===== src/rtl/plm_pkg.sv =====
// ----------------------------------------------------------------------------
// plm_pkg
// Shared types and codes of the positional list engine.
// ----------------------------------------------------------------------------
package plm_pkg;

  typedef enum logic [2:0] {
    OP_INS_FRONT = 3'd0,
    OP_INS_BACK  = 3'd1,
    OP_INS_AT    = 3'd2,
    OP_REM_FRONT = 3'd3,
    OP_REM_BACK  = 3'd4,
    OP_REM_AT    = 3'd5
  } op_t;

  typedef enum logic [1:0] {
    ST_DONE  = 2'd0,
    ST_EMPTY = 2'd1,
    ST_RANGE = 2'd2,
    ST_FULL  = 2'd3
  } status_t;

  typedef enum logic [1:0] {
    S_IDLE,
    S_RUN,
    S_DONE
  } state_t;

  typedef struct packed {
    logic [2:0]         op;
    logic [4:0]         position;
    logic signed [31:0] item_value;
  } req_t;

  typedef struct packed {
    status_t            status;
    logic signed [31:0] removed_value;
    logic [4:0]         count;
  } rsp_t;

endpackage


===== src/rtl/plm_mem.sv =====
// ----------------------------------------------------------------------------
// plm_mem
// Entry store: one write port, one read port, registered read data.
// ----------------------------------------------------------------------------
module plm_mem #(
  parameter int  CAPACITY = 16,
  localparam int AW       = $clog2(CAPACITY)
) (
  input  logic                clk,
  input  logic                rd_en,
  input  logic [AW-1:0]       rd_addr,
  output logic signed [31:0]  rd_data,
  input  logic                wr_en,
  input  logic [AW-1:0]       wr_addr,
  input  logic signed [31:0]  wr_data
);

  logic signed [31:0] mem [CAPACITY];

  always_ff @(posedge clk) begin
    if (wr_en) begin
      mem[wr_addr] <= wr_data;
    end
    if (rd_en) begin
      rd_data <= mem[rd_addr];
    end
  end

endmodule


===== src/rtl/plm_ctrl.sv =====
// ----------------------------------------------------------------------------
// plm_ctrl
// Command decode and shift sequencer: moves entries one per cycle through
// the entry store, then reports the result of the request.
// ----------------------------------------------------------------------------
module plm_ctrl #(
  parameter int  CAPACITY = 16,
  localparam int AW       = $clog2(CAPACITY),
  localparam int LW       = $clog2(CAPACITY + 1),
  localparam int CW       = (LW > 5) ? LW : 5
) (
  input  logic                clk,
  input  logic                rst,
  input  logic                start,
  input  plm_pkg::req_t       req,
  output logic                idle,
  output logic                res_valid,
  input  logic                res_take,
  output plm_pkg::rsp_t       res,
  output logic [LW-1:0]       length,
  output logic                mem_rd_en,
  output logic [AW-1:0]       mem_rd_addr,
  input  logic signed [31:0]  mem_rd_data,
  output logic                mem_wr_en,
  output logic [AW-1:0]       mem_wr_addr,
  output logic signed [31:0]  mem_wr_data
);

  plm_pkg::state_t    state, state_next;
  logic [LW-1:0]      length_next;
  logic               pend_valid, pend_valid_next;
  logic [AW-1:0]      pend_addr, pend_addr_next;
  logic               pend_first, pend_first_next;
  logic               first, first_next;
  logic               ins, ins_next;
  logic [AW-1:0]      tp, tp_next;
  logic [AW-1:0]      rptr, rptr_next;
  logic [LW-1:0]      cnt, cnt_next;
  logic signed [31:0] vval, vval_next;
  plm_pkg::status_t   status, status_next;
  logic signed [31:0] removed, removed_next;

  logic               dec_mem, dec_ins;
  plm_pkg::status_t   dec_st;
  logic [AW-1:0]      dec_tp;
  logic [CW-1:0]      pos_x, len_x;
  logic               full, empty;

  assign pos_x = CW'(req.position);
  assign len_x = CW'(length);
  assign full  = (len_x == CW'(CAPACITY));
  assign empty = (length == '0);

  always_comb begin
    dec_mem = 1'b0;
    dec_ins = 1'b0;
    dec_st  = plm_pkg::ST_DONE;
    dec_tp  = '0;
    unique case (req.op)
      plm_pkg::OP_INS_FRONT: begin
        if (full) dec_st = plm_pkg::ST_FULL;
        else begin
          dec_mem = 1'b1;
          dec_ins = 1'b1;
        end
      end
      plm_pkg::OP_INS_BACK: begin
        if (full) dec_st = plm_pkg::ST_FULL;
        else begin
          dec_mem = 1'b1;
          dec_ins = 1'b1;
          dec_tp  = AW'(length);
        end
      end
      plm_pkg::OP_INS_AT: begin
        if (pos_x == '0) begin
          if (full) dec_st = plm_pkg::ST_FULL;
          else begin
            dec_mem = 1'b1;
            dec_ins = 1'b1;
          end
        end else if (empty) dec_st = plm_pkg::ST_EMPTY;
        else if (pos_x > len_x) dec_st = plm_pkg::ST_RANGE;
        else if (full) dec_st = plm_pkg::ST_FULL;
        else begin
          dec_mem = 1'b1;
          dec_ins = 1'b1;
          dec_tp  = AW'(req.position);
        end
      end
      plm_pkg::OP_REM_FRONT: begin
        if (empty) dec_st = plm_pkg::ST_EMPTY;
        else dec_mem = 1'b1;
      end
      plm_pkg::OP_REM_BACK: begin
        if (empty) dec_st = plm_pkg::ST_EMPTY;
        else begin
          dec_mem = 1'b1;
          dec_tp  = AW'(length - LW'(1));
        end
      end
      plm_pkg::OP_REM_AT: begin
        if (empty) dec_st = plm_pkg::ST_EMPTY;
        else if (pos_x >= len_x) dec_st = plm_pkg::ST_RANGE;
        else begin
          dec_mem = 1'b1;
          dec_tp  = AW'(req.position);
        end
      end
      default: ;
    endcase
  end

  always_comb begin
    state_next      = state;
    length_next     = length;
    pend_valid_next = pend_valid;
    pend_addr_next  = pend_addr;
    pend_first_next = pend_first;
    first_next      = first;
    ins_next        = ins;
    tp_next         = tp;
    rptr_next       = rptr;
    cnt_next        = cnt;
    vval_next       = vval;
    status_next     = status;
    removed_next    = removed;
    mem_rd_en       = 1'b0;
    mem_rd_addr     = rptr;
    mem_wr_en       = 1'b0;
    mem_wr_addr     = pend_addr;
    mem_wr_data     = mem_rd_data;
    unique case (state)
      plm_pkg::S_IDLE: begin
        if (start) begin
          status_next     = dec_st;
          removed_next    = '0;
          ins_next        = dec_ins;
          tp_next         = dec_tp;
          vval_next       = req.item_value;
          cnt_next        = length - LW'(dec_tp);
          rptr_next       = dec_ins ? AW'(length - LW'(1)) : dec_tp;
          first_next      = 1'b1;
          pend_valid_next = 1'b0;
          state_next      = dec_mem ? plm_pkg::S_RUN : plm_pkg::S_DONE;
        end
      end
      plm_pkg::S_RUN: begin
        // data read last cycle: moved one place, or the removed entry
        if (pend_valid) begin
          if (!ins && pend_first) removed_next = mem_rd_data;
          else mem_wr_en = 1'b1;
        end
        if (cnt != '0) begin
          mem_rd_en       = 1'b1;
          pend_valid_next = 1'b1;
          pend_addr_next  = ins ? rptr + AW'(1) : rptr - AW'(1);
          pend_first_next = first;
          first_next      = 1'b0;
          rptr_next       = ins ? rptr - AW'(1) : rptr + AW'(1);
          cnt_next        = cnt - LW'(1);
        end else begin
          pend_valid_next = 1'b0;
          if (!pend_valid) begin
            if (ins) begin
              mem_wr_en   = 1'b1;
              mem_wr_addr = tp;
              mem_wr_data = vval;
            end
            length_next = ins ? length + LW'(1) : length - LW'(1);
            state_next  = plm_pkg::S_DONE;
          end
        end
      end
      plm_pkg::S_DONE: begin
        if (res_take) state_next = plm_pkg::S_IDLE;
      end
      default: state_next = plm_pkg::S_IDLE;
    endcase
  end

  always_ff @(posedge clk) begin
    if (rst) begin
      state      <= plm_pkg::S_IDLE;
      length     <= '0;
      pend_valid <= 1'b0;
    end else begin
      state      <= state_next;
      length     <= length_next;
      pend_valid <= pend_valid_next;
    end
  end

  always_ff @(posedge clk) begin
    pend_addr  <= pend_addr_next;
    pend_first <= pend_first_next;
    first      <= first_next;
    ins        <= ins_next;
    tp         <= tp_next;
    rptr       <= rptr_next;
    cnt        <= cnt_next;
    vval       <= vval_next;
    status     <= status_next;
    removed    <= removed_next;
  end

  assign idle      = (state == plm_pkg::S_IDLE);
  assign res_valid = (state == plm_pkg::S_DONE);

  always_comb begin
    res.status        = status;
    res.removed_value = removed;
    res.count         = 5'(length);
  end

endmodule


===== src/rtl/positional_list_engine.sv =====
// ----------------------------------------------------------------------------
// positional_list_engine
// Bounded ordered list of signed 32-bit values with insert and remove at the
// front, the back or a given position.
// ----------------------------------------------------------------------------
// One request is worked at a time; each gives exactly one response with
// status, removed value and the entry count after the request (modulo 32).
// A request that fails or does nothing goes straight to its response; an insert
// at the back writes its value and then responds. Any other insert or remove at
// position p first moves the entries behind p: the entry memory has one read and
// one write port, so the entries behind p move one per cycle. The next request
// is taken once the response has passed into the output register, so a request
// occupies the engine until then.
// The response sits in an output register, so the next request is taken
// while an earlier response is still stalled.
// ----------------------------------------------------------------------------
module positional_list_engine #(
  parameter int CAPACITY = 16
) (
  input  logic          clk,
  input  logic          rst,
  input  logic          req_valid,
  output logic          req_stall,
  input  plm_pkg::req_t req_data,
  output logic          rsp_valid,
  input  logic          rsp_stall,
  output plm_pkg::rsp_t rsp_data
);

  localparam int AW = $clog2(CAPACITY);
  localparam int LW = $clog2(CAPACITY + 1);

  logic               idle, res_valid, res_take, start;
  plm_pkg::rsp_t      res;
  logic [LW-1:0]      length;
  logic               mem_rd_en, mem_wr_en;
  logic [AW-1:0]      mem_rd_addr, mem_wr_addr;
  logic signed [31:0] mem_rd_data, mem_wr_data;

  assign req_stall = !idle;
  assign start     = req_valid && idle;
  assign res_take  = res_valid && (!rsp_valid || !rsp_stall);

  plm_ctrl #(.CAPACITY(CAPACITY)) u_ctrl (
    .clk         (clk),
    .rst         (rst),
    .start       (start),
    .req         (req_data),
    .idle        (idle),
    .res_valid   (res_valid),
    .res_take    (res_take),
    .res         (res),
    .length      (length),
    .mem_rd_en   (mem_rd_en),
    .mem_rd_addr (mem_rd_addr),
    .mem_rd_data (mem_rd_data),
    .mem_wr_en   (mem_wr_en),
    .mem_wr_addr (mem_wr_addr),
    .mem_wr_data (mem_wr_data)
  );

  plm_mem #(.CAPACITY(CAPACITY)) u_mem (
    .clk     (clk),
    .rd_en   (mem_rd_en),
    .rd_addr (mem_rd_addr),
    .rd_data (mem_rd_data),
    .wr_en   (mem_wr_en),
    .wr_addr (mem_wr_addr),
    .wr_data (mem_wr_data)
  );

  always_ff @(posedge clk) begin
    if (rst) begin
      rsp_valid <= 1'b0;
    end else if (res_take) begin
      rsp_valid <= 1'b1;
    end else if (!rsp_stall) begin
      rsp_valid <= 1'b0;
    end
  end

  always_ff @(posedge clk) begin
    if (res_take) begin
      rsp_data <= res;
    end
  end

  a_len_bound: assert property (@(posedge clk) disable iff (rst)
    32'(length) <= 32'(CAPACITY))
    else $error("list length above capacity");

  a_busy_after_accept: assert property (@(posedge clk) disable iff (rst)
    (req_valid && !req_stall) |=> req_stall)
    else $error("request accepted while previous one in progress");

  a_full_count: assert property (@(posedge clk) disable iff (rst)
    (rsp_valid && rsp_data.status == plm_pkg::ST_FULL) |-> rsp_data.count == 5'(CAPACITY))
    else $error("full reported with list not full");

  a_fail_zero: assert property (@(posedge clk) disable iff (rst)
    (rsp_valid && rsp_data.status != plm_pkg::ST_DONE) |-> rsp_data.removed_value == '0)
    else $error("failed request returned a value");

endmodule


===== config.mk =====
export PLATFORM = sky130hd
export DESIGN_NAME = positional_list_engine
export DESIGN_NICKNAME = d
export VERILOG_FILES = /design/src/rtl/plm_pkg.sv /design/src/rtl/plm_mem.sv /design/src/rtl/plm_ctrl.sv /design/src/rtl/positional_list_engine.sv
export SDC_FILE = /design/constraint.sdc
export NUM_CORES = 1
export LEC_CHECK = 0
export BUFFER_PORTS_ARGS = -buffer_cell sky130_fd_sc_hd__buf_2
export CAP_MARGIN = 20
export CORE_MARGIN = 2
export CORE_UTILIZATION = 45
export CTS_BUF_LIST = sky130_fd_sc_hd__clkbuf_2
export CTS_CLUSTER_SIZE = 14
export DETAILED_ROUTE_END_ITERATION = 8
export HOLD_SLACK_MARGIN = 0.1
export SLEW_MARGIN = 20
export SYNTH_ARGS = -nofsm -noshare
export SYNTH_HDL_FRONTEND = slang
export SYNTH_HIERARCHICAL = 1
export SYNTH_SLANG_ARGS = --single-unit

===== constraint.sdc =====
create_clock -name clk -period 6.2 [get_ports clk]
set_clock_uncertainty 0.05 [all_clocks]
set_input_delay 1.24 -clock clk [delete_from_list [all_inputs] [get_ports clk]]
set_output_delay 1.24 -clock clk [all_outputs]
set_load 0.01 [all_outputs]

# Word level (Yosys, flattened, before mapping)
# Memory sizes are Yosys's and may differ from the RTL's. A register that Yosys moved wholly into a read port is not among the register bits.
# Index checks and enable logic that the tools add are counted.
# word_totals
regBits,134
ram_bits,512
latchBits,0
mem_count,1
elab_cells,138
inputBits,44
rom_bits,0
# memory_table
memory,words,word_bits,read_ports,rd_ports_with_merged_regs,write_ports,line,text
u_mem.mem,16,32,1,1,1,plm_mem.sv:18,logic signed [31:0] mem [CAPACITY];
# classes
n_mux,71
magnitude_cmp,2
mul,0
addsub,6
n_eq_ne,16
bitwise_logic,2
div,0
n_shift,0
reduce_logical,23
# ops
cell,n
32-bit 2-to-1 mux,7
4-bit 2-to-1 mux,17
32-bit case mux with 2 select lines,1
1-bit 2-to-1 mux,23
2-bit 2-to-1 mux,11
4-bit case mux with 4 select lines,1
5-bit 2-to-1 mux,3
2-bit by 1-bit inequality test with 1-bit output (second input constant),6
5-bit logical NOT,2
5-bit case mux with 2 select lines,1
5-bit by 1-bit subtractor with 5-bit output (second input constant),2
2-bit case mux with 4 select lines,1
4-bit case mux with 2 select lines,1
4-bit AND reduction,2
3-bit by 2-bit equality test with 1-bit output (second input constant),2
3-bit equality test (second input constant),2
1-bit case mux with 2 select lines,3
2-bit case mux with 3 select lines,1
2-bit AND reduction,3
3-bit AND reduction,2
5-bit by 1-bit adder with 5-bit output (second input constant),1
5-bit equality test (second input constant),1
5-bit greater-or-equal comparator,1
5-bit greater-than comparator,1
17 further kinds,25

# Longest topological paths before layout
# logic_depth
word_depth,10
depth_mapped,17
ltp_nobuf,16

# Hierarchy
# Netlist, hierarchy kept.
# modules_own_cells
mod,area_per_inst_um2,cells_per_inst,seq_area_each_um2,n_inst
plm_mem,20155.6,838,16335.7,1
plm_ctrl,4740.8,374,2742.6,1
positional_list_engine,1217.4,45,1191.1,1

# Worst setup path after synthesis
# No wires, ideal clock.
# synth_timing
path_kind,flip-flop to flip-flop
start,register u_ctrl.cnt[0]
end,"memory u_mem.mem[0][0], enable pin"
path_slack_ns,1.066
arrival_time_ns,4.623
required_ns,5.689
path_stages_with_launch,11
synth_period_minus_slack_ns,5.134
cell_sequence,edfxtp_1 inv_1 ha_1 nand2b_4 or3_1 nor2_4 nand3_2 buf_6 mux2_2 or3b_2 nor3_1
# synth_via
elab_cells_between_ends,7
classes_between,6 x mux; 1 x reduce/logical
# synth_lines
element,line,text
start: declaration,plm_ctrl.sv:38,"logic [LW-1:0] cnt, cnt_next;"
start signal: assignment,plm_ctrl.sv:201,cnt <= cnt_next;
5-bit nonzero test,plm_ctrl.sv:154,if (cnt != '0) begin
4-bit 2-to-1 mux,plm_ctrl.sv:154,
4-bit 2-to-1 mux,plm_ctrl.sv:133,unique case (state)
net mem_wr_addr[2],positional_list_engine.sv:37,"logic [AW-1:0] mem_rd_addr, mem_wr_addr;"
end: declaration,plm_mem.sv:18,
# The timed path passes the listed nets, and every way through them passes these cells.

# Worst setup path in the final report
# layout_timing
start,register u_ctrl.cnt[0]
end,"memory u_mem.mem[11][14], enable pin"
# The elaborated chain is that of the path after synthesis.

==> impl_metrics.env <==
export IMPL_num_vias=12959
export IMPL_first_global_vias=13718
export IMPL_worstPathRequired_ns=7.12
export IMPL_synth_edf_count=669
export IMPL_fill_cells=4680
export IMPL_grt_pass1_wl_um=83000
export IMPL_finalWirelength_um=54500
export IMPL_cts_buffer_depth=3
export IMPL_cts_repair_resized=0
export IMPL_yosys_warnings=6
export IMPL_syn_area_um2=26100
export IMPL_drt_vias_per_instance=5.41
export IMPL_hold_violations=0
export IMPL_ys_seq_elements=678
export IMPL_numCtsBuffers=170
export IMPL_setup_tns_ns=0
export IMPL_rows=88
export IMPL_synthFlopType="edfxtp_1"
export IMPL_syn_nets=1317
export IMPL_areaGrowthSynthToFinish_pct=13.1
export IMPL_drt_pass1_iterations=5
export IMPL_cts_tree="done"
export IMPL_utilization_pct=51.3
export IMPL_gr_total_overflow=0
export IMPL_htreeDepth=4
export IMPL_syn_area_per_cell_um2=20.8
export IMPL_hold_end="u_ctrl/tp[2]$_DFFE_PP_"
export IMPL_grt_start_max_net_pins=133
export IMPL_dieWidth_um=245
export IMPL_fmax_ghz=0.216
export IMPL_worstSkewPairLatency_ns=1.30
export IMPL_final_antenna_net_count=0
export IMPL_core_region_area_um2=57600
export IMPL_path_clk_slew_ns=0.10
export IMPL_drc=0
export IMPL_worstReg2RegEnd="u_mem/mem[11][14]$_DFFE_PP_"
export IMPL_cts_sinks=678
export IMPL_drv_slew=0
export IMPL_setup_viol=0
export IMPL_ctsRootBufferMaster="clkbuf_2"
export IMPL_status="finished clean"
export IMPL_gp_congestion=0.771
export IMPL_initialDrtViolationCount=992
export IMPL_min_path_cells=2
export IMPL_timing_rr_start="u_ctrl/cnt[0]$_DFFE_PP_"
export IMPL_finalCriticalPeriod_ns=4.63
export IMPL_rsz0062_at_grt="no"
export IMPL_synth_cell_types=54
export IMPL_worst_setup_path_start_kind="register"
export IMPL_ir_drop_mv=0.170
export IMPL_io_buffers=84
export IMPL_boundaryPins=85
export IMPL_maxCapViolations=0
export IMPL_wl_per_cell_um=22.8
export IMPL_endpoint_kind="register"
export IMPL_layout_nets=1576
export IMPL_hp_class="in -> reg"
export IMPL_async_flop_share_pct=0
export IMPL_fin_crit_sh_pct=74.7
export IMPL_relSlewSlack_pct=24.4
export IMPL_die_y_um=245
export IMPL_dp_hpwl_um=30500
export IMPL_cellPowerDensity_nw_per_um2=323
export IMPL_tightestPinTransition_ns=1.13
export IMPL_reg2reg_setup_slack_ns=1.57
export IMPL_place_ws_ns=1.53
export IMPL_cp_max_fo=24
export IMPL_crit_type="reg -> reg"
export IMPL_p_leak_uw=0.00987
export IMPL_ys_seq_area_share_pct=77.6
export IMPL_synthesis_instances=1257
export IMPL_die_area_um2=60000
export IMPL_fin_ws_ns=1.57
export IMPL_min_delay_start="req_data[34]"
export IMPL_cp_arrival_ns=5.55
export IMPL_grt_util_all_layers_pct=18.9
export IMPL_initial_core_util_pct=45.3
export IMPL_antenna_found_initial=2
export IMPL_reg2reg_depth=10
export IMPL_drive_gt1_share_pct=35.3
## worst max path at each step
stage,slack [ns],end,cells after the start,start
after detailed placement,1.53,u_mem/mem[11][16]$_DFFE_PP_,10,u_ctrl/cnt[0]$_DFFE_PP_
after floorplan,1.07,u_mem/mem[0][0]$_DFFE_PP_,10,u_ctrl/cnt[0]$_DFFE_PP_
after global placement,1.65,u_mem/mem[2][16]$_DFFE_PP_,9,u_ctrl/cnt[0]$_DFFE_PP_
after global routing,1.22,u_mem/mem[4][21]$_DFFE_PP_,10,u_ctrl/cnt[0]$_DFFE_PP_
final,1.57,u_mem/mem[11][14]$_DFFE_PP_,10,u_ctrl/cnt[0]$_DFFE_PP_
after CTS,1.49,u_mem/mem[11][14]$_DFFE_PP_,10,u_ctrl/cnt[0]$_DFFE_PP_
## cell usage after synthesis (2+ instances only)
| cell type | instances | share of area [%] |
|---|---|---|
| buf_4 | 14 | 0.40 |
| mux4_2 | 128 | 11 |
| o21ai_0 | 10 | 0.19 |
| nor2_1 | 32 | 0.46 |
| o22ai_1 | 5 | 0.12 |
| inv_1 | 22 | 0.32 |
| or3_1 | 3 | 0.072 |
| mux2i_1 | 8 | 0.31 |
| nand2_1 | 51 | 0.73 |
| buf_1 | 11 | 0.16 |
| a21oi_1 | 16 | 0.31 |
| nand3_1 | 5 | 0.096 |
| nor2b_1 | 6 | 0.14 |
| a21o_1 | 3 | 0.086 |
| buf_2 | 10 | 0.19 |
| a22oi_1 | 66 | 1.9 |
| nand4_1 | 2 | 0.048 |
| and3_1 | 3 | 0.072 |
| xor2_1 | 3 | 0.10 |
| nand3b_1 | 3 | 0.086 |
| nand2b_1 | 8 | 0.19 |
| dfxtp_1 | 9 | 0.69 |
| a31oi_1 | 4 | 0.096 |
| buf_6 | 3 | 0.13 |
| edfxtp_1 | 669 | 77 |
| mux2_2 | 36 | 1.6 |
| o21a_1 | 2 | 0.057 |
| o21ai_1 | 2 | 0.038 |
| and2_1 | 37 | 0.89 |
| nor2_4 | 2 | 0.086 |
| clkbuf_1 | 26 | 0.37 |
| a32oi_1 | 2 | 0.067 |
| xnor2_1 | 12 | 0.40 |
| nor3_1 | 10 | 0.19 |
| ha_1 | 15 | 0.72 |
## kinds of logic after synthesis
family	count (synthesis)	share of synthesized area, %
AO/OA/AOI/OAI	119	3.16
flip-flops	678	77.6
buffers and inverters	87	1.59
multiplexers	173	13.0
AND/OR/NAND/NOR	169	3.38
XOR/XNOR	15	0.503
adder cells (fa/ha/maj)	16	0.795
## critical path: stages, from the launching register on
cell      delay (ns)
edfxtp_1        0.42
inv_1           0.08
ha_1            0.21
nand2b_4        0.07
or3_1           0.39
nor2_4          0.16
nand3_2         0.70
mux2_2          0.60
nand3b_1        0.40
nor2_4          0.87
buf_4           0.35
## metal layers
layer / wire (µm) / GRT usage [%]
met5: 0 / 0
met2: 27600 / 31.1
met3: 2610 / 4.79
met1: 23200 / 24.4
met4: 972 / 6.74
## metrics by stage
| stage | instance area (µm²) | std cells | total power [µW] | hold WS [ns] |
|---|---|---|---|---|
| 5_1_grt | 29500 | 2394 | 10000 | 0.171 |
| 6_report | 29500 | 2394 | 9550 | 0.323 |
| 3_3_place_gp | 27600 | 2070 | 6670 | 0.352 |
| 2_1_floorplan | 26100 | 1257 | 6280 | 0.350 |
| 4_1_cts | 29500 | 2391 | 9710 | 0.128 |
| 3_5_place_dp | 27600 | 2071 | 6690 | 0.355 |
## registers in the layout, summed over array words and instances, names as in the netlist
signal / count
rsp_data: 39
u_ctrl/pend_first: 1
u_ctrl/ins: 1
u_ctrl/state: 2
u_ctrl/cnt: 5
u_ctrl/pend_valid: 1
u_ctrl/tp: 4
u_mem/rd_data: 32
u_ctrl/first: 1
u_ctrl/removed: 32
rsp_valid: 1
u_mem/mem: 512
u_ctrl/length: 5
u_ctrl/mem_rd_addr: 4
u_ctrl/pend_addr: 4
u_ctrl/vval: 32
u_ctrl/status: 2
## repair_timing
item | CTS | global route
hold buffers | 36 | 0
endpoints found under the hold margin | 41 | 0
setup buffers | 0 | 0
## where the power goes
group	internal, µW	switching (µW)	total (µW)
logic	511	720	1230
registers	5270	68.6	5340
clock network	1250	1730	2970
## final cells by class
cell class	count	area, µm²	share of cell area, %
Clock inverter	43	330	1.12
Antenna cell	1	2.50	0.00847
Timing Repair Buffer	151	1100	3.72
Inverter	23	86.3	0.292
Sequential cell	678	20300	68.6
Clock buffer	241	1210	4.08
Tap cell	765	957	3.24
Multi-Input combinational cell	492	5600	18.9
## placed cells by master (no fill, tap or decap), types with 10 or more instances in the layout
cell type | Yosys | final
edfxtp_1 | 669 | 669
clkbuf_2 | 0 | 241
mux4_2 | 128 | 128
buf_2 | 10 | 84
a22oi_1 | 66 | 66
nand2_1 | 51 | 51
and2_1 | 37 | 37
dlygate4sd3_1 | 0 | 36
mux2_2 | 36 | 36
buf_4 | 14 | 26
clkinv_1 | 0 | 25
inv_1 | 22 | 20
nor2_1 | 32 | 19
a21oi_1 | 16 | 16
nor2_4 | 2 | 15
ha_1 | 15 | 15
xnor2_1 | 12 | 12
o21ai_0 | 10 | 10
Power figures use the tool's default switching activity.
